### src/sbct_pkg.sv
// ----------------------------------------------------------------------------
// sbct_pkg
// shared types and constants for the swept box collision time core
// ----------------------------------------------------------------------------
package sbct_pkg;

   localparam int FRAC_BITS  = 16;
   localparam int COORD_W    = 32;
   localparam int SIZE_W     = 24;
   localparam int BIAS_W     = 16;
   localparam int QUO_W      = FRAC_BITS + 1;
   localparam int TIME_W     = FRAC_BITS + 2;
   localparam int DIV_STAGES = FRAC_BITS + 1;
   localparam int REQ_DATA_W = 7 * COORD_W;
   localparam int RSP_DATA_W = ((TIME_W + 7) / 8) * 8;
   localparam int CSR_ADDR_W = 5;
   localparam int FIFO_DEPTH = 4;
   localparam int FIFO_PTR_W = $clog2(FIFO_DEPTH);

   typedef enum logic [1:0] {
      AXIS_X = 2'd0,
      AXIS_Y = 2'd1,
      AXIS_Z = 2'd2,
      AXIS_NONE = 2'd3
   } axis_type;

   typedef enum logic [2:0] {
      REG_MOVER_WIDTH  = 3'd0,
      REG_MOVER_HEIGHT = 3'd1,
      REG_MOVER_LENGTH = 3'd2,
      REG_BLOCK_WIDTH  = 3'd3,
      REG_BLOCK_HEIGHT = 3'd4,
      REG_BLOCK_LENGTH = 3'd5,
      REG_TIME_BIAS    = 3'd6,
      REG_UNUSED       = 3'd7
   } reg_index_type;

   localparam logic [SIZE_W-1:0] SIZE_RESET = SIZE_W'(65536);
   localparam logic [BIAS_W-1:0] BIAS_RESET = BIAS_W'(66);

   typedef struct packed {
      logic [2:0][SIZE_W-1:0] mover_size;
      logic [2:0][SIZE_W-1:0] static_size;
      logic [BIAS_W-1:0]      time_bias;
   } cfg_type;

   typedef struct packed {
      logic               cand;
      logic [COORD_W-1:0] gap_mag;
      logic [COORD_W-1:0] vel_mag;
   } job_type;

endpackage

### src/sbct_fifo.sv
// ----------------------------------------------------------------------------
// sbct_fifo
// short job queue between the classifier and the divider pipeline
// ----------------------------------------------------------------------------
module sbct_fifo
   import sbct_pkg::*;
(
   input  logic    clock,
   input  logic    reset,
   input  logic    push,
   input  job_type push_job,
   output logic    full,
   input  logic    pop,
   output logic    empty,
   output job_type head
);

   job_type                 mem_ff [FIFO_DEPTH];
   logic [FIFO_PTR_W-1:0]   wr_ptr_ff;
   logic [FIFO_PTR_W-1:0]   rd_ptr_ff;
   logic [FIFO_PTR_W:0]     count_ff;
   logic                    do_push;
   logic                    do_pop;

   assign full    = (count_ff == (FIFO_PTR_W + 1)'(FIFO_DEPTH));
   assign empty   = (count_ff == '0);
   assign do_push = push && !full;
   assign do_pop  = pop && !empty;
   assign head    = mem_ff[rd_ptr_ff];

   always_ff @(posedge clock) begin
      if (reset) begin
         wr_ptr_ff <= '0;
         rd_ptr_ff <= '0;
         count_ff  <= '0;
      end else begin
         if (do_push) begin
            wr_ptr_ff <= wr_ptr_ff + 1'b1;
         end
         if (do_pop) begin
            rd_ptr_ff <= rd_ptr_ff + 1'b1;
         end
         if (do_push && !do_pop) begin
            count_ff <= count_ff + 1'b1;
         end else if (do_pop && !do_push) begin
            count_ff <= count_ff - 1'b1;
         end
      end
   end

   always_ff @(posedge clock) begin
      if (do_push) begin
         mem_ff[wr_ptr_ff] <= push_job;
      end
   end

endmodule

### config.mk
export PLATFORM = sky130hd
export DESIGN_NAME = sbct_fifo
export DESIGN_NICKNAME = d
export VERILOG_FILES = /design/src/sbct_pkg.sv /design/src/sbct_fifo.sv
export SDC_FILE = /design/constraint.sdc
export NUM_CORES = 1
export LEC_CHECK = 0
export ABC_AREA = 1
export BUFFER_PORTS_ARGS = -buffer_cell sky130_fd_sc_hd__buf_2
export CORE_MARGIN = 4
export CORE_UTILIZATION = 40
export DETAILED_ROUTE_END_ITERATION = 10
export SETUP_SLACK_MARGIN = 0.4
export SYNTH_ARGS = -nofsm -noshare
export SYNTH_HDL_FRONTEND = slang
export SYNTH_SLANG_ARGS = --single-unit
### constraint.sdc
create_clock -name clock -period 3.7 [get_ports clock]
set_clock_uncertainty 0.1 [all_clocks]
set_input_delay 0.37 -clock clock [delete_from_list [all_inputs] [get_ports clock]]
set_output_delay 0.37 -clock clock [all_outputs]
set_load 0.1 [all_outputs]
# Word level (Yosys, flattened, before mapping)

Memories as Yosys holds them, arrays and structs flattened. A register that Yosys moved wholly into a read port is not among the register bits.
Cells that the tools add are included.

Flip-flop bits (word level): 7
RAM bits: 260
Input bits: 69
Output and inout bits: 67
Memories kept: 1

Memory list:

| memory | depth | bits a word | rd ports | clocked after Yosys merged registers in | wr ports | RTL line        | source |
|---|---|---|---|---|---|---|---|
| mem_ff | 4     | 65          | 1        | 1                                       | 1        | sbct_fifo.sv:18 | `job_type mem_ff [FIFO_DEPTH];` |

Add/sub/neg operators: 4
Eq/ne operators: 1
Muxes and demuxes: 6
Reduce and logical (&&, ||, !) cells: 10

Operators by type and width:

| kind                                                               | count |
|---|---|
| 3-bit 2-to-1 mux                                                   | 2 |
| 2-bit by 1-bit adder with 2-bit output, second input constant      | 2 |
| 1-bit logical AND                                                  | 4 |
| 1-bit zero test                                                    | 4 |
| 2-bit 2-to-1 mux                                                   | 2 |
| 3-bit by 1-bit adder with 3-bit output, second input constant      | 1 |
| 3-bit equality test, second input constant                         | 1 |
| 3-bit zero test                                                    | 1 |
| 3-bit by 1-bit subtractor with 3-bit output, second input constant | 1 |
| 1-bit 2-to-1 mux                                                   | 2 |
| 2-bit nonzero test                                                 | 1 |

# Depth between registers and ports, before layout

Depth after elaboration: 7
Depth in mapped cells: 13
Gate-level depth less buffers: 13

# Least setup slack after synthesis

Ideal clock, no wire load.

Kind: register -> register
Start: register count_ff[0]
End: memory mem_ff[0][0] (netlist name) (enable)
Arrival time: 3.377 ns
Data required time: 3.112 ns
Slack: -0.265 ns
Stages on the path, launching flop included: 5
Cell sequence: dfxtp_1 > nor2_1 > nand2_1 > nand2_1 > nor2_1

Cells in the longest elaborated chain, start to end: 5

Ends and longest elaborated chain:

| what                                   | RTL line        | source |
|---|---|---|
| from (decl)                            | sbct_fifo.sv:21 | `logic [FIFO_PTR_W:0] count_ff;` |
| from (signal assigned)                 | sbct_fifo.sv:44 | `count_ff <= count_ff + 1'b1;` |
| from (signal assigned)                 | sbct_fifo.sv:46 | `count_ff <= count_ff - 1'b1;` |
| 3-bit equality test                    | sbct_fifo.sv:25 | `assign full = (count_ff == (FIFO_PTR_W + 1)'(FIFO_DEPTH));` |
| 1-bit zero test                        | sbct_fifo.sv:27 | `assign do_push = push && !full;` |
| 1-bit logical AND                      | sbct_fifo.sv:27 |  |
| 1-bit 2-to-1 mux                       | sbct_fifo.sv:52 | `if (do_push) begin` |
| 1-bit 2-to-1 mux (implied by the code) | sbct_fifo.sv:53 | `mem_ff[wr_ptr_ff] <= push_job;` |
| to (decl)                              | sbct_fifo.sv:18 |  |

Every way passes these cells.

==> run_results.csv <==
group,metric,value,unit
routing,via_per_inst,4.99,
timing,clock.fmax,344,MHz
global_routing,grt_max_degree,131,
clock_network,cts_resized,0,
yosys,muxShareOfSynthArea,0,%
routing,drcViolationCount,0,
timing,setup_viol,0,
job,drv_cap,0,
timing,drv_slew,0,
placement,gp_congestion,0.712,
placement,port_buffers,135,
yosys,synth_top_family_by_area,"compound AO/OA/AOI/OAI gates",
yosys,synth_area_leaders,"edfxtp_1 (75%), o21ai_0 (4.4%), nor2_1 (4.3%)",
global_routing,grt_antenna_before_repair,1,
critical_path,max_stage_delay,470,ps
yosys,synth_cells,699,
global_routing,track_usage,15.2,%
floorplanning,pin_count,136,
yosys,synth_area,10500,um^2
yosys,synth_compound_area_share,11.7,%
routing,wl_per_cell,17.5,um
power,leakagePower,4.61,nW
global_routing,grt_pass1_wl,34700,um
critical_path,worstPathArrival,2430,ps
critical_path,worstPathMaxFanout,67,
final_layout,finish.utilization,51.4,%
yosys,ys_types,26,
placement,dpl.cell_count,1138,
clock_network,cts_buffer_depth,3,
power,max-vdd-ir-drop,0.791,mV
timing,tightest_slew,694,ps
yosys,ys_warn_count,0,
critical_path,path_cells,"inv_6, buf_4, nor2_1, o22ai_1, buf_2",
power,powerDensity,868,nW/um^2
final_layout,area_growth_syn_to_layout,25.2,%
yosys,synth_xor_area_share,0.0838,%
critical_path,reg2reg_slack,1380,ps
clock_network,cts_root_buffer,"clkbuf_16",
clock_network,clock_latency,530,ps
clock_network,path_clk_slew,60,ps
yosys,synth-simple-area-share,7.53,%
yosys,synth_fp_nets,774,
final_layout,nNetsFinal,979,
floorplanning,initial_utilization,41.1,%
critical_path,required,3230,ps
routing,via_count,6264,
floorplanning,core_area,25500,um^2
timing,max_slew_margin,53.7,%
placement,placed_area,11400,um^2
placement,dp_hpwl,12000,um
critical_path,cp_top_family,"buffers and inverters",
critical_path,cp-start-kind,"register",
critical_path,path_buf_inv,3,
clock_network,clock_sinks,269,
min_path,hp-class,"input pin to register",
routing,drtIter0Drc,377,
routing,dr.pass1.iters,4,
yosys,ys_seq_area_share,76.4,%
floorplanning,core.rowCount,58,
critical_path,critPathKind,"register to output port",
timing,rsz0062_at_grt,"no",
final_layout,postLayoutCellArea,13100,um^2
routing,routed_wl,22000,um
yosys,avgSynthCellArea,15.0,um^2
floorplanning,die_h,170,um
yosys,yosys.area.top_type,"edfxtp_1",
floorplanning,dieArea,28800,um^2
power,report.power.total,11.4,mW
yosys,yosys_register_bits,269,
clock_network,numCtsBuffers,28,
clock_network,htreeDepth,1,
timing,fin_crit_sh,78.5,%
final_layout,drive_gt1_share,26.9,%
clock_network,cts_tree,"built",
yosys,synth_top_area_share,74.7,%
critical_path,cp-end-kind,"output port",
global_routing,first_global_vias,6463,
final_layout,n_fill_cell,2172,
timing,finalHoldViolations,0,
run_status,status,"finished clean",
critical_path,cpMaxStageDelayCell,"buf_2",
timing,finalSetupTns,0,ps
timing,fin_crit,2900,ps
final_layout,fin_cells,1256,
floorplanning,dieWidth,170,um
routing,ant_nets,0,
global_routing,grt_remaining_overflow,0,
yosys,synthAdderAreaFrac,0.790,%
## cells in the final DEF (no fill, tap or decap), drive strengths merged, types with 5 or more instances in the layout
cell,n
o22ai,65
nor2,144
o21ai,131
clkinv,11
dlygate4sd3,66
ha,5
clkbuf,34
nand2,15
dfxtp,9
inv,18
buf,151
bufinv,6
edfxtp,260
## cell usage after synthesis, drive strengths merged
cell    count
a21oi       3
buf        25
clkbuf     17
dfxtp       9
edfxtp    260
fa          1
ha          5
inv        18
nand2      15
nand3       4
nand3b      1
nor2      144
o21ai     131
o22ai      65
xor2        1
## cell families after synthesis
| family | Yosys count |
|---|---|
| fa+ha+maj | 6 |
| simple gates | 164 |
| xor+xnor | 1 |
| compound gates | 199 |
| buf+inv | 60 |
| flops | 269 |
## per-stage QoR
step | hold slack (ps) | worst slack (ps)
global route | 34.9 | 630
finish | 56.7 | 797
CTS | 37.3 | 749
global placement | 395 | 1320
floorplan | 339 | -265
detailed placement | 403 | 1330
## path summary, 6_finish.rpt
kind / startpoint / end / depth (start not counted)
max: register / head[32] / 5
min: push / wr_ptr_ff[0] / 4
max reg2reg: count_ff[1] / count_ff[1] / 9
min reg2reg: rd_ptr_ff[0] / rd_ptr_ff[0] / 2
## registers in the layout, indices dropped and copies added, names as in the netlist, named ones only
name	count
wr_ptr_ff	2
count_ff	3
rd_ptr_ff	2
mem_ff	260
## report_power, final
| part | internal, mW | total (mW) | switching [mW] |
|---|---|---|---|
| clock network | 1.81 | 2.93 | 1.12 |
| registers | 3.71 | 3.80 | 0.0968 |
| logic | 0.756 | 4.62 | 3.87 |
## repair_timing
item                                   CTS  global route
hold buffers                            66             0
endpoints found under the hold margin  265             0
buffers inserted                         0             0
## layer usage
layer  part of all wire [%]  GRT usage, %  routed length [um]  vias up
met4                    1.7          3.78                 369        0
met5                      0             0                   0        -
met2                     49          26.3               10700      131
li1                       -             -                   -     3025
met1                     44          19.6                9690     3083
met3                    5.5          3.14                1210       25
## worst min-delay path, cell delays in order
cell and delay [ps]:
buf_2 110, nand3_1 70, nand2_1 60, nor2_1 40
## cell type report
type | count | area [um^2] | area share [%]
sequential | 269 | 7990 | 61.1
multi-input combinational | 370 | 2130 | 16.3
timing repair buffer | 217 | 1490 | 11.4
clock buffer | 34 | 723 | 5.53
tap | 330 | 413 | 3.15
clock inverter | 17 | 262 | 2.00
inverter | 18 | 72.6 | 0.554
antenna | 1 | 2.50 | 0.0191
No activity file was read; power rests on OpenSTA's default activity.
