$ cat config.mk
export PLATFORM = sky130hd
export DESIGN_NAME = sbct_csr
export DESIGN_NICKNAME = d
export VERILOG_FILES = /design/src/sbct_pkg.sv /design/src/sbct_csr.sv
export SDC_FILE = /design/constraint.sdc
export NUM_CORES = 1
export LEC_CHECK = 0
export BUFFER_PORTS_ARGS = -buffer_cell sky130_fd_sc_hd__buf_2
export CORE_ASPECT_RATIO = 0.5
export CORE_MARGIN = 2
export CORE_UTILIZATION = 35
export DETAILED_ROUTE_END_ITERATION = 10
export SYNTH_ARGS = -nofsm -noshare
export SYNTH_HDL_FRONTEND = slang
export SYNTH_SLANG_ARGS = --single-unit
$ cat constraint.sdc
create_clock -name clock -period 3.8 [get_ports clock]
set_clock_uncertainty 0.05 [all_clocks]
set_input_delay 0.19 -clock clock [delete_from_list [all_inputs] [get_ports clock]]
set_output_delay 0.19 -clock clock [all_outputs]
set_load 0.02 [all_outputs]
$ cat src/sbct_pkg.sv
// ----------------------------------------------------------------------------
// sbct_pkg
// shared types and constants for the swept box collision time core
// ----------------------------------------------------------------------------
package sbct_pkg;

   localparam int FRAC_BITS  = 16;
   localparam int COORD_W    = 32;
   localparam int SIZE_W     = 24;
   localparam int BIAS_W     = 16;
   localparam int QUO_W      = FRAC_BITS + 1;
   localparam int TIME_W     = FRAC_BITS + 2;
   localparam int DIV_STAGES = FRAC_BITS + 1;
   localparam int REQ_DATA_W = 7 * COORD_W;
   localparam int RSP_DATA_W = ((TIME_W + 7) / 8) * 8;
   localparam int CSR_ADDR_W = 5;
   localparam int FIFO_DEPTH = 4;
   localparam int FIFO_PTR_W = $clog2(FIFO_DEPTH);

   typedef enum logic [1:0] {
      AXIS_X = 2'd0,
      AXIS_Y = 2'd1,
      AXIS_Z = 2'd2,
      AXIS_NONE = 2'd3
   } axis_type;

   typedef enum logic [2:0] {
      REG_MOVER_WIDTH  = 3'd0,
      REG_MOVER_HEIGHT = 3'd1,
      REG_MOVER_LENGTH = 3'd2,
      REG_BLOCK_WIDTH  = 3'd3,
      REG_BLOCK_HEIGHT = 3'd4,
      REG_BLOCK_LENGTH = 3'd5,
      REG_TIME_BIAS    = 3'd6,
      REG_UNUSED       = 3'd7
   } reg_index_type;

   localparam logic [SIZE_W-1:0] SIZE_RESET = SIZE_W'(65536);
   localparam logic [BIAS_W-1:0] BIAS_RESET = BIAS_W'(66);

   typedef struct packed {
      logic [2:0][SIZE_W-1:0] mover_size;
      logic [2:0][SIZE_W-1:0] static_size;
      logic [BIAS_W-1:0]      time_bias;
   } cfg_type;

   typedef struct packed {
      logic               cand;
      logic [COORD_W-1:0] gap_mag;
      logic [COORD_W-1:0] vel_mag;
   } job_type;

endpackage

$ cat src/sbct_csr.sv
// ----------------------------------------------------------------------------
// sbct_csr
// register file for box sizes and time bias behind an apb-style port
// ----------------------------------------------------------------------------
module sbct_csr
   import sbct_pkg::*;
(
   input  logic                  clock,
   input  logic                  reset,
   input  logic                  psel,
   input  logic                  penable,
   input  logic                  pwrite,
   input  logic [CSR_ADDR_W-1:0] paddr,
   input  logic [31:0]           pwdata,
   output logic [31:0]           prdata,
   output logic                  pready,
   output cfg_type               cfg
);

   cfg_type       cfg_ff;
   reg_index_type idx;

   assign idx    = reg_index_type'(paddr[CSR_ADDR_W-1:2]);
   assign pready = 1'b1;
   assign cfg    = cfg_ff;

   always_ff @(posedge clock) begin
      if (reset) begin
         cfg_ff.mover_size  <= {3{SIZE_RESET}};
         cfg_ff.static_size <= {3{SIZE_RESET}};
         cfg_ff.time_bias   <= BIAS_RESET;
      end else if (psel && penable && pwrite) begin
         unique case (idx)
            REG_MOVER_WIDTH:  cfg_ff.mover_size[0]  <= pwdata[SIZE_W-1:0];
            REG_MOVER_HEIGHT: cfg_ff.mover_size[1]  <= pwdata[SIZE_W-1:0];
            REG_MOVER_LENGTH: cfg_ff.mover_size[2]  <= pwdata[SIZE_W-1:0];
            REG_BLOCK_WIDTH:  cfg_ff.static_size[0] <= pwdata[SIZE_W-1:0];
            REG_BLOCK_HEIGHT: cfg_ff.static_size[1] <= pwdata[SIZE_W-1:0];
            REG_BLOCK_LENGTH: cfg_ff.static_size[2] <= pwdata[SIZE_W-1:0];
            REG_TIME_BIAS:    cfg_ff.time_bias      <= pwdata[BIAS_W-1:0];
            default: ;
         endcase
      end
   end

   always_comb begin
      unique case (idx)
         REG_MOVER_WIDTH:  prdata = 32'(cfg_ff.mover_size[0]);
         REG_MOVER_HEIGHT: prdata = 32'(cfg_ff.mover_size[1]);
         REG_MOVER_LENGTH: prdata = 32'(cfg_ff.mover_size[2]);
         REG_BLOCK_WIDTH:  prdata = 32'(cfg_ff.static_size[0]);
         REG_BLOCK_HEIGHT: prdata = 32'(cfg_ff.static_size[1]);
         REG_BLOCK_LENGTH: prdata = 32'(cfg_ff.static_size[2]);
         REG_TIME_BIAS:    prdata = 32'(cfg_ff.time_bias);
         default:          prdata = 32'd0;
      endcase
   end

endmodule

# Word-level counts from Yosys, hierarchy flattened
# Cells that the tools add are included.
# word_totals
regBits,160
latchBits,0
ramBits,0
mem_bits_ro,0
inputBits,42
mem_count,0
# op_classes
n_addsub,0
mul,0
n_div,0
n_lt_le_gt_ge,0
eq_ne,6
n_shift,0
n_mux,1
bitwise_logic,0
reduce_logical,10
# op_table
cell,n
$pmux 24 s7,1
$reduce_and 2->1,7
$eq 3x3->1 const B,3
$eq 3x2->1 const B,2
$eq 3x1->1 const B,1
$logic_not 3->1,1
$logic_and 1x1->1,2

# Depth between registers and ports, before layout
# logic_depth
word_depth,3
ltp_mapped,7

# Worst setup path before layout
# No wires, ideal clock.
# synth_path
path_type,input to output
startpoint,input port paddr[3]
endpoint,output port prdata[4]
arrival_ns,1.532
slack_ns,2.028
path_stages,6
path_buffers,3
path_cell_list,buf_2 > nand2b_1 > buf_2 > buf_6 > o221a_2 > a221oi_1
# synth_via
elab_chain_len,2
word_cells_on_any_way,8
# synth_lines
item,line_no,rtl
start: declaration,sbct_csr.sv:13,"input logic [CSR_ADDR_W-1:0] paddr,"
"$eq 3x3->1, or another cell as far along",sbct_csr.sv:47,unique case (idx)
$pmux 24 s7 *,sbct_csr.sv:47,
end: declaration,sbct_csr.sv:15,"output logic [31:0] prdata,"
# Mark *: on every way between the ends. The rest lies on a longest branch, timed or not.

# Worst setup path after layout
# layout_path
startpoint,input port paddr[4]
endpoint,output port prdata[11]
# Same word-level chain as after synthesis.

==> summary.md <==
| Metric | Value |
|---|---|
| Yosys Warn Count | 0 |
| Fmax achieved | 0.394 GHz |
| Post-route cell area | 9540 um^2 |
| Initial antenna violation count | 0 |
| Clock share of power | 0.479 |
| CTS tree | built |
| Hpwl dp | 15,700 um |
| Post-synthesis sequential area ratio | 0.416 |
| Longest Clk Path Bufs | 2 |
| Cell Int Power | 2940 uW |
| Clk_lat worst skew | between 0.4 and 0.5 ns |
| Commonest cells after routing, fill and taps aside | buf_2 (213), mux2i_1 (212), nand2b_1 (178) |
| DRC | 0 |
| Min cycle time layout | about 2.5 ns |
| DRT antenna net count | 0 |
| Fill count | 2,116 |
| Slowest Stage Delay on Critical Path | 0.39 ns |
| Sink Count | 160 |
| Pwr Total | 3840 uW |
| Area grow syn2layout | 23.8% |
| Slowest CP cell | buf_2 |
| Fin nets | 963 |
| Sequential share of power | 0.443 |
| Root buffer cell | clkbuf_16 |
| Max_cap viols | 0 |
| Pin count of the biggest net entering global routing | 96 |
| Buffers on Ports | 215 |
| Setup violators final | 0 |
| #FFs+latches synth | 160 |
| DRT Wirelength | 23,700 um |
| DIE AREA | 23,300 um^2 |
| Hold WC Path Type | in -> reg |
| Placed instance area | 8910 um^2 |
| Synthesized area per cell | 10.5 um^2 |
| Diodes inserted | 0 |
| Worst Path Arrival | between 2 and 2.5 ns |
| Post-synth EDFFs | 0 |
| Synthesized area | ~7700 um^2 |
| Cell breakdown of the critical path | buf_2 -> buf_4 -> nand2b_1 -> buf_4 -> o221a_2 -> a221oi_1 -> buf_2 |
| Placer Congestion | ~0.76 |
| Drt first-iter violations | 244 |
| Die height | 109 um |
| Top delay family on crit path | buffers and inverters |
| Max-slew violation count | 0 |
| Vias per inst | 4.90 |
| Final worst path period share | 0.667 |
| Routed length per instance | 19.2 um |
| Share of cells above drive strength 1 | 0.312 |
| Core ar. | ~22,000 um^2 |
| Die width | 214 um |
| Final setup TNS | 0 ns |
| Async set-or-reset flop fraction in the synthesized netlist | 0 |
| Maximum vdd drop | ~0.3 mV |
| # placed instances | 1,201 |
| Std cell rows | 38 |
| I/O Pins | about 240 |
| Final hold violations | 0 |
| Initial core utilization | 0.356 |
| Post-Layout Cell Count | 1,234 |
| Synth Instances | 732 |
| Post-synth cell types | 32 |
| Vias | 6,046 |
| Setup Crit Path Kind | in -> out |
| Top_reg_cell synth | dfxtp_1 |
| Total track usage | 0.204 |
| Leakage | 0.00498 uW |
| First-pass detailed-route iteration total | 4 |
| Switching share of total power | 0.235 |
| Most common cell after layout, fill and taps aside | buf_2 |
| Grt ovf | 0 |
| Max reg flops | 160 |
| Worst-path fanout max | 19 |
| CP Buf/Inv Count | 4 |
| CTS H-tree lvls | 4 |
| Worst-Margin Slew | 1.08 ns |
| Switching power | ~900 uW |
| Slew HR | 0.279 |
| Global-route wire length before repair | 35,400 um |
| Power Density | around 400 nW/um^2 |
| Cts bufs inserted | 17 |
| Data required, critical path | 3.56 ns |
| Proportion of power drawn by combinational gates | 0.078 |
| Vias in the first global route | 6,016 |
| Crit start category | primary input |
| RSZ-0062 raised after global routing | no |
| Clock Pin Slew Worst Setup and Hold Paths | 0.07 ns |
| Run status | completed |
| CP endpoint kind | primary output |
## worst paths after layout
| kind | depth (start not counted) | slack, ns | to | start |
|---|---|---|---|---|
| min | 3 | 0.02 | cfg[1] | pwdata[1] |
| min reg2reg | 2 | 0.44 | cfg[157] | cfg[157] |
| max | 7 | 1.27 | prdata[11] | paddr[4] |
| max reg2reg | 2 | 3.06 | cfg[152] | cfg[152] |
## layout make-up
cell class / instances / area (um^2) / share of cell area
repair buffers: 229 / 1200 / 0.126
inverters: 10 / 37.5 / 0.00393
flip-flops and latches: 160 / 3200 / 0.336
well taps: 300 / 375 / 0.0393
multi-input cells: 503 / 4100 / 0.430
clock buffers: 22 / 464 / 0.0486
clock inverters: 10 / 159 / 0.0167
## cells by family (layout without fill, tap and decap cells)
logic type | count (synthesis) | in the layout | synth area share
buf+inv | 76 | 271 | 0.0562
other cells | 2 | 9 | 0.000974
flops | 160 | 160 | 0.416
compound gates | 46 | 46 | 0.0554
mux | 226 | 226 | 0.296
simple gates | 222 | 222 | 0.176
## cells in the mapped netlist, drive strengths merged (2+ instances only)
cell | count | area (um^2)
mux2i | 212 | 2120
nand2b | 178 | 1110
dfxtp | 160 | 3200
buf | 40 | 297
clkbuf | 26 | 98.8
nand2 | 20 | 103
mux2 | 14 | 158
nor2 | 13 | 51.3
a221oi | 10 | 93.8
inv | 10 | 37.5
o221a | 10 | 113
o221ai | 8 | 70.1
a2bb2oi | 6 | 52.6
a32oi | 6 | 52.6
o211ai | 6 | 45.0
nor2b | 3 | 18.8
and2 | 2 | 12.5
conb | 2 | 7.51
## worst register-to-register path: cells and delay by family, from the launching register on
family,cells,cell delay (ns)
mux,1,0.10
simple gates,1,0.13
flops,1,0.32
## routing by layer
metal | share of wire | GRT usage | wire [um] | vias to the layer above
met5 | 0 | 0 | 0 | -
met4 | 0.017 | 0.0689 | 411 | 0
met3 | 0.045 | 0.0421 | 1060 | 33
met2 | 0.47 | 0.324 | 11100 | 145
met1 | 0.47 | 0.276 | 11100 | 2970
li1 | - | - | - | 2898
## power by group through the flow
| stage | registers [uW] | logic [uW] | clock network (uW) |
|---|---|---|---|
| 2_1_floorplan | 1750 | 195 | 0 |
| 3_3_place_gp | 1740 | 295 | 0 |
| 3_5_place_dp | 1740 | 298 | 0 |
| 4_1_cts | 1700 | 299 | 1880 |
| 5_1_grt | 1700 | 318 | 1940 |
| 6_report | 1700 | 298 | 1840 |
## per-stage QoR
| step | hold WS, ns | utilization | worst slack, ns |
|---|---|---|---|
| 5_1_grt | 0.0232 | 0.441 | 1.16 |
| 4_1_cts | 0.00521 | 0.441 | 1.26 |
| 2_1_floorplan | 0.307 | - | 2.03 |
| 3_5_place_dp | 0.423 | 0.412 | 1.25 |
| 3_3_place_gp | 0.418 | 0.412 | 1.26 |
| 6_report | 0.0243 | 0.441 | 1.27 |
## repair_timing
item	CTS	global route
hold buffers	1	0
gates resized for setup	0	0
setup buffers	0	0
endpoints found under the hold margin	1	0
Note: power is estimated with default switching activity, not from simulation.
