File: src/sbct_pkg.sv
// ----------------------------------------------------------------------------
// sbct_pkg
// shared types and constants for the swept box collision time core
// ----------------------------------------------------------------------------
package sbct_pkg;

   localparam int FRAC_BITS  = 16;
   localparam int COORD_W    = 32;
   localparam int SIZE_W     = 24;
   localparam int BIAS_W     = 16;
   localparam int QUO_W      = FRAC_BITS + 1;
   localparam int TIME_W     = FRAC_BITS + 2;
   localparam int DIV_STAGES = FRAC_BITS + 1;
   localparam int REQ_DATA_W = 7 * COORD_W;
   localparam int RSP_DATA_W = ((TIME_W + 7) / 8) * 8;
   localparam int CSR_ADDR_W = 5;
   localparam int FIFO_DEPTH = 4;
   localparam int FIFO_PTR_W = $clog2(FIFO_DEPTH);

   typedef enum logic [1:0] {
      AXIS_X = 2'd0,
      AXIS_Y = 2'd1,
      AXIS_Z = 2'd2,
      AXIS_NONE = 2'd3
   } axis_type;

   typedef enum logic [2:0] {
      REG_MOVER_WIDTH  = 3'd0,
      REG_MOVER_HEIGHT = 3'd1,
      REG_MOVER_LENGTH = 3'd2,
      REG_BLOCK_WIDTH  = 3'd3,
      REG_BLOCK_HEIGHT = 3'd4,
      REG_BLOCK_LENGTH = 3'd5,
      REG_TIME_BIAS    = 3'd6,
      REG_UNUSED       = 3'd7
   } reg_index_type;

   localparam logic [SIZE_W-1:0] SIZE_RESET = SIZE_W'(65536);
   localparam logic [BIAS_W-1:0] BIAS_RESET = BIAS_W'(66);

   typedef struct packed {
      logic [2:0][SIZE_W-1:0] mover_size;
      logic [2:0][SIZE_W-1:0] static_size;
      logic [BIAS_W-1:0]      time_bias;
   } cfg_type;

   typedef struct packed {
      logic               cand;
      logic [COORD_W-1:0] gap_mag;
      logic [COORD_W-1:0] vel_mag;
   } job_type;

endpackage

File: src/sbct_divider.sv
// ----------------------------------------------------------------------------
// sbct_divider
// pipelined restoring divider, one quotient bit per stage, and result register
// ----------------------------------------------------------------------------
module sbct_divider
   import sbct_pkg::*;
(
   input  logic                  clock,
   input  logic                  reset,
   input  logic                  job_avail,
   output logic                  job_take,
   input  job_type               job,
   input  logic [BIAS_W-1:0]     time_bias,
   output logic                  out_valid,
   input  logic                  out_ready,
   output logic                  out_hit,
   output logic [TIME_W-1:0]     out_time
);

   localparam int LAST = DIV_STAGES - 1;

   logic                 vld_ff  [DIV_STAGES];
   logic                 cand_ff [DIV_STAGES];
   logic [COORD_W-1:0]   den_ff  [DIV_STAGES];
   logic [COORD_W-1:0]   rem_ff  [DIV_STAGES];
   logic [QUO_W-1:0]     quo_ff  [DIV_STAGES];
   logic [COORD_W-1:0]   rem_in  [DIV_STAGES];
   logic [QUO_W-1:0]     quo_in  [DIV_STAGES];

   logic                         advance;
   logic                         rsp_valid_ff;
   logic                         rsp_hit_ff;
   logic [TIME_W-1:0]            rsp_time_ff;
   logic [TIME_W-1:0]            time_in;
   logic [FRAC_BITS+BIAS_W-1:0]  bias_wide;
   logic [FRAC_BITS-1:0]         bias_scaled;

   assign advance  = !rsp_valid_ff || out_ready;
   assign job_take = advance && job_avail;

   for (genvar k = 0; k < DIV_STAGES; k++) begin : g_stage
      if (k == 0) begin : g_first
         always_comb begin
            logic [COORD_W:0] trial;
            logic             take;
            trial = {1'b0, job.gap_mag};
            take  = trial >= {1'b0, job.vel_mag};
            rem_in[k] = take ? COORD_W'(trial - {1'b0, job.vel_mag})
                             : trial[COORD_W-1:0];
            quo_in[k] = QUO_W'(take);
         end
      end else begin : g_next
         always_comb begin
            logic [COORD_W:0] trial;
            logic             take;
            trial = {rem_ff[k-1], 1'b0};
            take  = trial >= {1'b0, den_ff[k-1]};
            rem_in[k] = take ? COORD_W'(trial - {1'b0, den_ff[k-1]})
                             : trial[COORD_W-1:0];
            quo_in[k] = {quo_ff[k-1][QUO_W-2:0], take};
         end
      end
   end

   always_ff @(posedge clock) begin
      if (reset) begin
         for (int k = 0; k < DIV_STAGES; k++) begin
            vld_ff[k] <= 1'b0;
         end
      end else if (advance) begin
         vld_ff[0] <= job_avail;
         for (int k = 1; k < DIV_STAGES; k++) begin
            vld_ff[k] <= vld_ff[k-1];
         end
      end
   end

   always_ff @(posedge clock) begin
      if (advance) begin
         cand_ff[0] <= job.cand;
         den_ff[0]  <= job.vel_mag;
         for (int k = 1; k < DIV_STAGES; k++) begin
            cand_ff[k] <= cand_ff[k-1];
            den_ff[k]  <= den_ff[k-1];
         end
         for (int k = 0; k < DIV_STAGES; k++) begin
            rem_ff[k] <= rem_in[k];
            quo_ff[k] <= quo_in[k];
         end
      end
   end

   // bias is q0.16, rescaled to the fraction width
   assign bias_wide   = {time_bias, {FRAC_BITS{1'b0}}};
   assign bias_scaled = bias_wide[FRAC_BITS+BIAS_W-1:BIAS_W];

   always_comb begin
      if (cand_ff[LAST]) begin
         time_in = {1'b0, quo_ff[LAST]} - {2'b00, bias_scaled};
      end else begin
         time_in = TIME_W'(1) << FRAC_BITS;
      end
   end

   always_ff @(posedge clock) begin
      if (reset) begin
         rsp_valid_ff <= 1'b0;
      end else if (advance) begin
         rsp_valid_ff <= vld_ff[LAST];
      end
   end

   always_ff @(posedge clock) begin
      if (advance) begin
         rsp_hit_ff  <= cand_ff[LAST];
         rsp_time_ff <= time_in;
      end
   end

   assign out_valid = rsp_valid_ff;
   assign out_hit   = rsp_hit_ff;
   assign out_time  = rsp_time_ff;

endmodule
File: config.mk
export PLATFORM = sky130hd
export DESIGN_NAME = sbct_divider
export DESIGN_NICKNAME = d
export VERILOG_FILES = /design/src/sbct_pkg.sv /design/src/sbct_divider.sv
export SDC_FILE = /design/constraint.sdc
export NUM_CORES = 2
export LEC_CHECK = 0
export BUFFER_PORTS_ARGS = -buffer_cell sky130_fd_sc_hd__buf_4
export CAP_MARGIN = 20
export CORE_ASPECT_RATIO = 0.7
export CORE_MARGIN = 2
export CORE_UTILIZATION = 30
export DETAILED_ROUTE_END_ITERATION = 6
export PLACE_DENSITY_LB_ADDON = 0.15
export SYNTH_ARGS = -nofsm -noshare
export SYNTH_HDL_FRONTEND = slang
export SYNTH_SLANG_ARGS = --single-unit
File: constraint.sdc
create_clock -name clock -period 41.5 [get_ports clock]
set_input_delay 0 -clock clock [delete_from_list [all_inputs] [get_ports clock]]
set_output_delay 0 -clock clock [all_outputs]
set_load 0.01 [all_outputs]
== Word-level counts from Yosys, hierarchy flattened ==
Memories as Yosys holds them, arrays and structs flattened. A register that Yosys moved wholly into a read port is not among the register bits.
Index checks and enable logic that the tools add are counted.

* $add $sub $neg: 18
* Magnitude comparators: 17
* Mux-type cells: 40
* Bitwise logic cells: 17
* Reductions and logical operators: 3

{| class="wikitable"
|+ Operator list
! operator !! number
|-
| 2-to-1 mux 32 bit || 17
|-
| subtractor 32 bit || 17
|-
| greater-or-equal comparator 33 x 32 -> 1 bit || 16
|-
| greater-or-equal comparator 32 bit || 1
|-
| 2-to-1 mux 1 bit || 23
|-
| subtractor 17 x 16 -> 18 bit || 1
|-
| OR 1 bit || 17
|-
| logical AND 1 bit || 1
|-
| logical NOT 1 bit || 1
|-
| logical OR 1 bit || 1
|}

* Bits in registers: 19
* Memory bits (writable): 1411
* Output and inout port bits: 21
* Word-level logic and storage cells: 102
* Memories kept: 5

{| class="wikitable"
|+ Memories
! name !! words !! bits a word !! rd ports !! clocked after memory_dff !! wr ports !! line !! text
|-
| den_ff || 17 || 32 || 16 || 0 || 17 || sbct_divider.sv:24 || <nowiki>logic [COORD_W-1:0] den_ff [DIV_STAGES];</nowiki>
|-
| rem_ff || 17 || 32 || 16 || 0 || 17 || sbct_divider.sv:25 || <nowiki>logic [COORD_W-1:0] rem_ff [DIV_STAGES];</nowiki>
|-
| quo_ff || 17 || 17 || 17 || 0 || 17 || sbct_divider.sv:26 || <nowiki>logic [QUO_W-1:0] quo_ff [DIV_STAGES];</nowiki>
|-
| cand_ff || 17 || 1 || 17 || 0 || 17 || sbct_divider.sv:23 || <nowiki>logic cand_ff [DIV_STAGES];</nowiki>
|-
| vld_ff || 17 || 1 || 17 || 1 || 17 || sbct_divider.sv:22 || <nowiki>logic vld_ff [DIV_STAGES];</nowiki>
|}

== Longest topological paths before layout ==
* Depth in word-level cells: 6
* Depth in mapped cells: 15
* Gate-level depth less buffers: 13

== Worst setup path before layout ==
No wires, ideal clock.

* Path type: register to register
* Start: reg rsp_valid_ff, in the netlist out_valid, read port of vld_ff
* End: mem vld_ff[0] (data pin)
* Setup time: 0.141 ns
* Arrival time: 26.006 ns
* Path slack: 15.353 ns
* Stages on the path, launching flop included: 5
* Path buffers: 0
* Path through: dfxtp_1 > nor2b_1 > inv_1 > and2_1 > nor2b_1

{| class="wikitable"
|+ RTL lines
! what !! line !! text
|-
| start, declared || sbct_divider.sv:31 || <nowiki>logic rsp_valid_ff;</nowiki>
|-
| end, declared || sbct_divider.sv:22 ||
|}

==> flow_summary.toml <==
[drt]
total_wirelength_of_the_detailed_routed_design_mm = 189
drt_drc_violations_left = 0
routed-via-count = 50400
wl_per_cell_um = 18.5
route.antenna.remaining_nets = 0
avgViaCountPerCell = 4.93
drt_iter0_markers = 3960
firstDrtPassIters = 5

[worst_setup_path]
crit_path_cell_trace = "ha_1 -> o21a_1 -> o31ai_1 -> a211oi_1 -> o21a_1 -> o31a_1 -> a21oi_2 -> a311oi_2 -> a311oi_2 -> o21ai_4 -> buf_4 -> mux2_1"
crit_path_top_delay_cell = "a311oi_2"
setup.worst_path.end_class = "flip-flop"
path_max_fanout = 33
worstPathRequired_ns = 42.00
crit_path_start_kind = "flip-flop"
r2r_start = "rem_ff[0][257]"
reg2reg_to = "rem_ff[0][305]"
timing_worst_setup_path_type = "reg -> reg"
timing.critical_path.from = "rem_ff[0][257]"
slowest_delay_ns = 0.74
reg2regPathDepth = 12
setup.worst_path.end = "rem_ff[0][305]"
timing.reg2reg.setup_slack_ns = 36.82
cp_data_arrival_time_ns = 5.18

[timing]
total_negative_setup_slack_ns = 0
report.final.hold_viol_count = 0
max_freq_mhz = 214
whs_ns = 0.0832
period_share_pct = 11.3
finalClockSkew_ns = 0.0815
finalSetupViolations = 0
rsz0062_at_grt = "no"
report.final.slew_viol_count = 0
fin_crit_ns = 4.68
slew_headroom_pct = 15.5
worst-slew-pin-transition_ns = 1.27

[clock_network]
insertion_delay_ns = 0.81
tritoncts_num_sinks = 1231
cts-root-to-sink-buffers = 4
clk_root_buffer_cell = "clkbuf_16"
cts_made_buffers = 146
tritoncts_clock_tree = "yes"
h-tree-depth = 4
cts.clk_slew.worst_paths_ns = 0.06

[floorplan]
core_um2 = 239000
die_area_um2 = 244000
dieWidth_um = 589
row_count = 150
start_util_pct = 30.2
die_h_um = 414
ios = 106

[synth]
synth_fp_nets = 7315
register_area_share_after_synthesis_pct = 51.4
synth_compound_area_share_pct = 15.7
most_common_cell_in_the_netlist = "edfxtp_1"
synth.yosys.warnings = 0
post-synth-top-area-cell = "edfxtp_1"
synth_top_cells_by_area = "edfxtp_1 51%, ha_1 9.7%, a21oi_1 4.2%, inv_1 3.6%, xnor2_1 3.3%"
synth_async_sr_flop_share_pct = 0
synth_xor_xnor_area_share_pct = 5.39
synth_largest_type_area_fraction_pct = 51.3
netlist_area_um2 = 72000
synth-edff-count = 1230
synth_top_family_by_area = "compound AO/OA/AOI/OAI gates"
portion_of_netlist_area_occupied_by_mux_cells_pct = 2.54
ys.flop_type = "edfxtp_1"
synthCells = 6654
synth-simple-area-share_pct = 10.3
post_synth_fa_ha_maj_area_fraction_pct = 10.2
synth.distinct_cells = 91
ys_top_cells_by_count = "1230 x edfxtp_1, 688 x inv_1, 597 x a21oi_1, 559 x ha_1, 484 x nand2_1"
post_synth.cell_area_avg_um2 = 10.8
ys_ff_latch = 1231

[global_route]
grt_first_pass_wirelength_mm = 289
grtUsageMet1_pct = 24.8
gr-usage-met3_pct = 3.17
grt_start_max_net_pins = 172
top_usage_layer = "met1"
grt_use_met2_pct = 19.9
first_global_vias = 47500
globalRoute.totalOverflow = 0
global_route.usage.total_pct = 15.2
antenna_violations_before_repair = 6

[run_status]
outcome = "completed"

[pwr]
static_power_due_to_leakage_nw = 34.4
powerDensity_nw_per_um2 = 79.2
totalPowerFinal_mw = 6.54
ir_drop_worst_case_vdd_mv = 0.0375

[finish]
final.fill_count = 23900
area.growth.synth_to_final_pct = 14.7
nets_final = 7583
post_layout_utilization_of_the_core_pct = 34.6
final_area_um2 = 82500
layout-drive-gt1-share_pct = 6.42

[place]
globalplace.congestion = 0.926
place_area_um2 = 76600
port_buffers = 105
hpwlAfterDp_mm = 145

[worst_hold_path]
hold_path.class = "in -> reg"

[run]
maxCapViolations = 0
state kept, by name (all words and copies together), names as in the netlist:
register   flops
quo_ff       153
cand_ff       17
out_time      18
den_ff       512
vld_ff        17
out_hit        1
out_valid      1
rem_ff       512
power by group:
part | leakage [nW] | internal (mW) | switching (mW)
combinational | 19.1 | 1.27 | 1.84
sequential | 13.0 | 1.93 | 0.231
clock | 2.24 | 0.745 | 0.520
total | 34.4 | 3.94 | 2.59
through the flow:
stage | setup WS, ns | cells
3_5_place_dp | 36.93 | 9828
6_report | 36.82 | 10200
5_1_grt | 36.71 | 10200
3_3_place_gp | 37.03 | 9827
4_1_cts | 36.94 | 10200
2_1_floorplan | 15.35 | 6654
cell type report:
type | count | area [um^2] | share of cell area, %
Antenna cell | 2 | 5.00 | 0.00606
Multi-Input combinational cell | 4567 | 31900 | 38.6
Clock buffer | 174 | 3790 | 4.59
Clock inverter | 75 | 810 | 0.981
Timing Repair Buffer | 283 | 2510 | 3.05
Tap cell | 3192 | 3990 | 4.84
Inverter | 693 | 2610 | 3.16
Sequential cell | 1231 | 37000 | 44.8
cells by family after synthesis:
| group | after synthesis |
|---|---|
| flops | 1231 |
| compound gates | 1806 |
| mux | 163 |
| simple gates | 1579 |
| buf+inv | 856 |
| xor+xnor | 443 |
| fa+ha+maj | 576 |
what timing repair did:
action / CTS / global route
endpoints found under the setup margin: 0 / 0
hold buffers: 137 / 0
resized for setup: 0 / 0
endpoints found under the hold margin: 101 / 0
setup buffers: 0 / 0
critical path: cells and delay by family, from the launching register on:
| family | cells | cell delay, ns |
|---|---|---|
| flip-flops | 1 | 0.41 |
| AO/OA/AOI/OAI | 9 | 2.47 |
| multiplexers | 1 | 0.48 |
| adder cells (fa/ha/maj) | 1 | 0.52 |
| buffers and inverters | 1 | 0.45 |
cell usage in the layout, fill, tap and decap left out, types with 29 or more instances in the layout:
| cell | count |
|---|---|
| edfxtp_1 | 1230 |
| inv_1 | 687 |
| a21oi_1 | 597 |
| ha_1 | 559 |
| nand2_1 | 482 |
| nor2_1 | 457 |
| o21ai_0 | 319 |
| a21o_1 | 273 |
| xnor2_1 | 270 |
| xor2_1 | 173 |
| clkbuf_16 | 147 |
| buf_4 | 141 |
| dlygate4sd3_1 | 137 |
| nand3_1 | 115 |
| mux2_1 | 108 |
| o21ai_1 | 89 |
| nor2b_1 | 81 |
| nand4_1 | 78 |
| o21a_1 | 77 |
| nor3_1 | 71 |
| nand2b_1 | 71 |
| a31oi_1 | 61 |
| and2_1 | 58 |
| o21bai_1 | 57 |
| mux2_2 | 49 |
| a211oi_1 | 47 |
| and3_1 | 42 |
| o31ai_1 | 38 |
| o211ai_1 | 32 |
| or3_1 | 29 |
worst min path at each step:
stage,depth (start not counted),start,to,slack (ns)
finish,3,job[40],rem_ff[0][8],0.08
global route,3,job[40],rem_ff[0][8],0.06
CTS,3,job[40],rem_ff[0][8],0.008
detailed placement,2,reset,out_valid,0.19
global placement,2,reset,out_valid,0.19
floorplan,1,reset,out_valid,0.07
routing by layer:
metal	up-vias	share of wire, %
met3	209	7.0
met1	24000	54
li1	24800	-
met5	-	0
met2	1374	37
met4	0	1.8
Power figures use the tool's default switching activity.
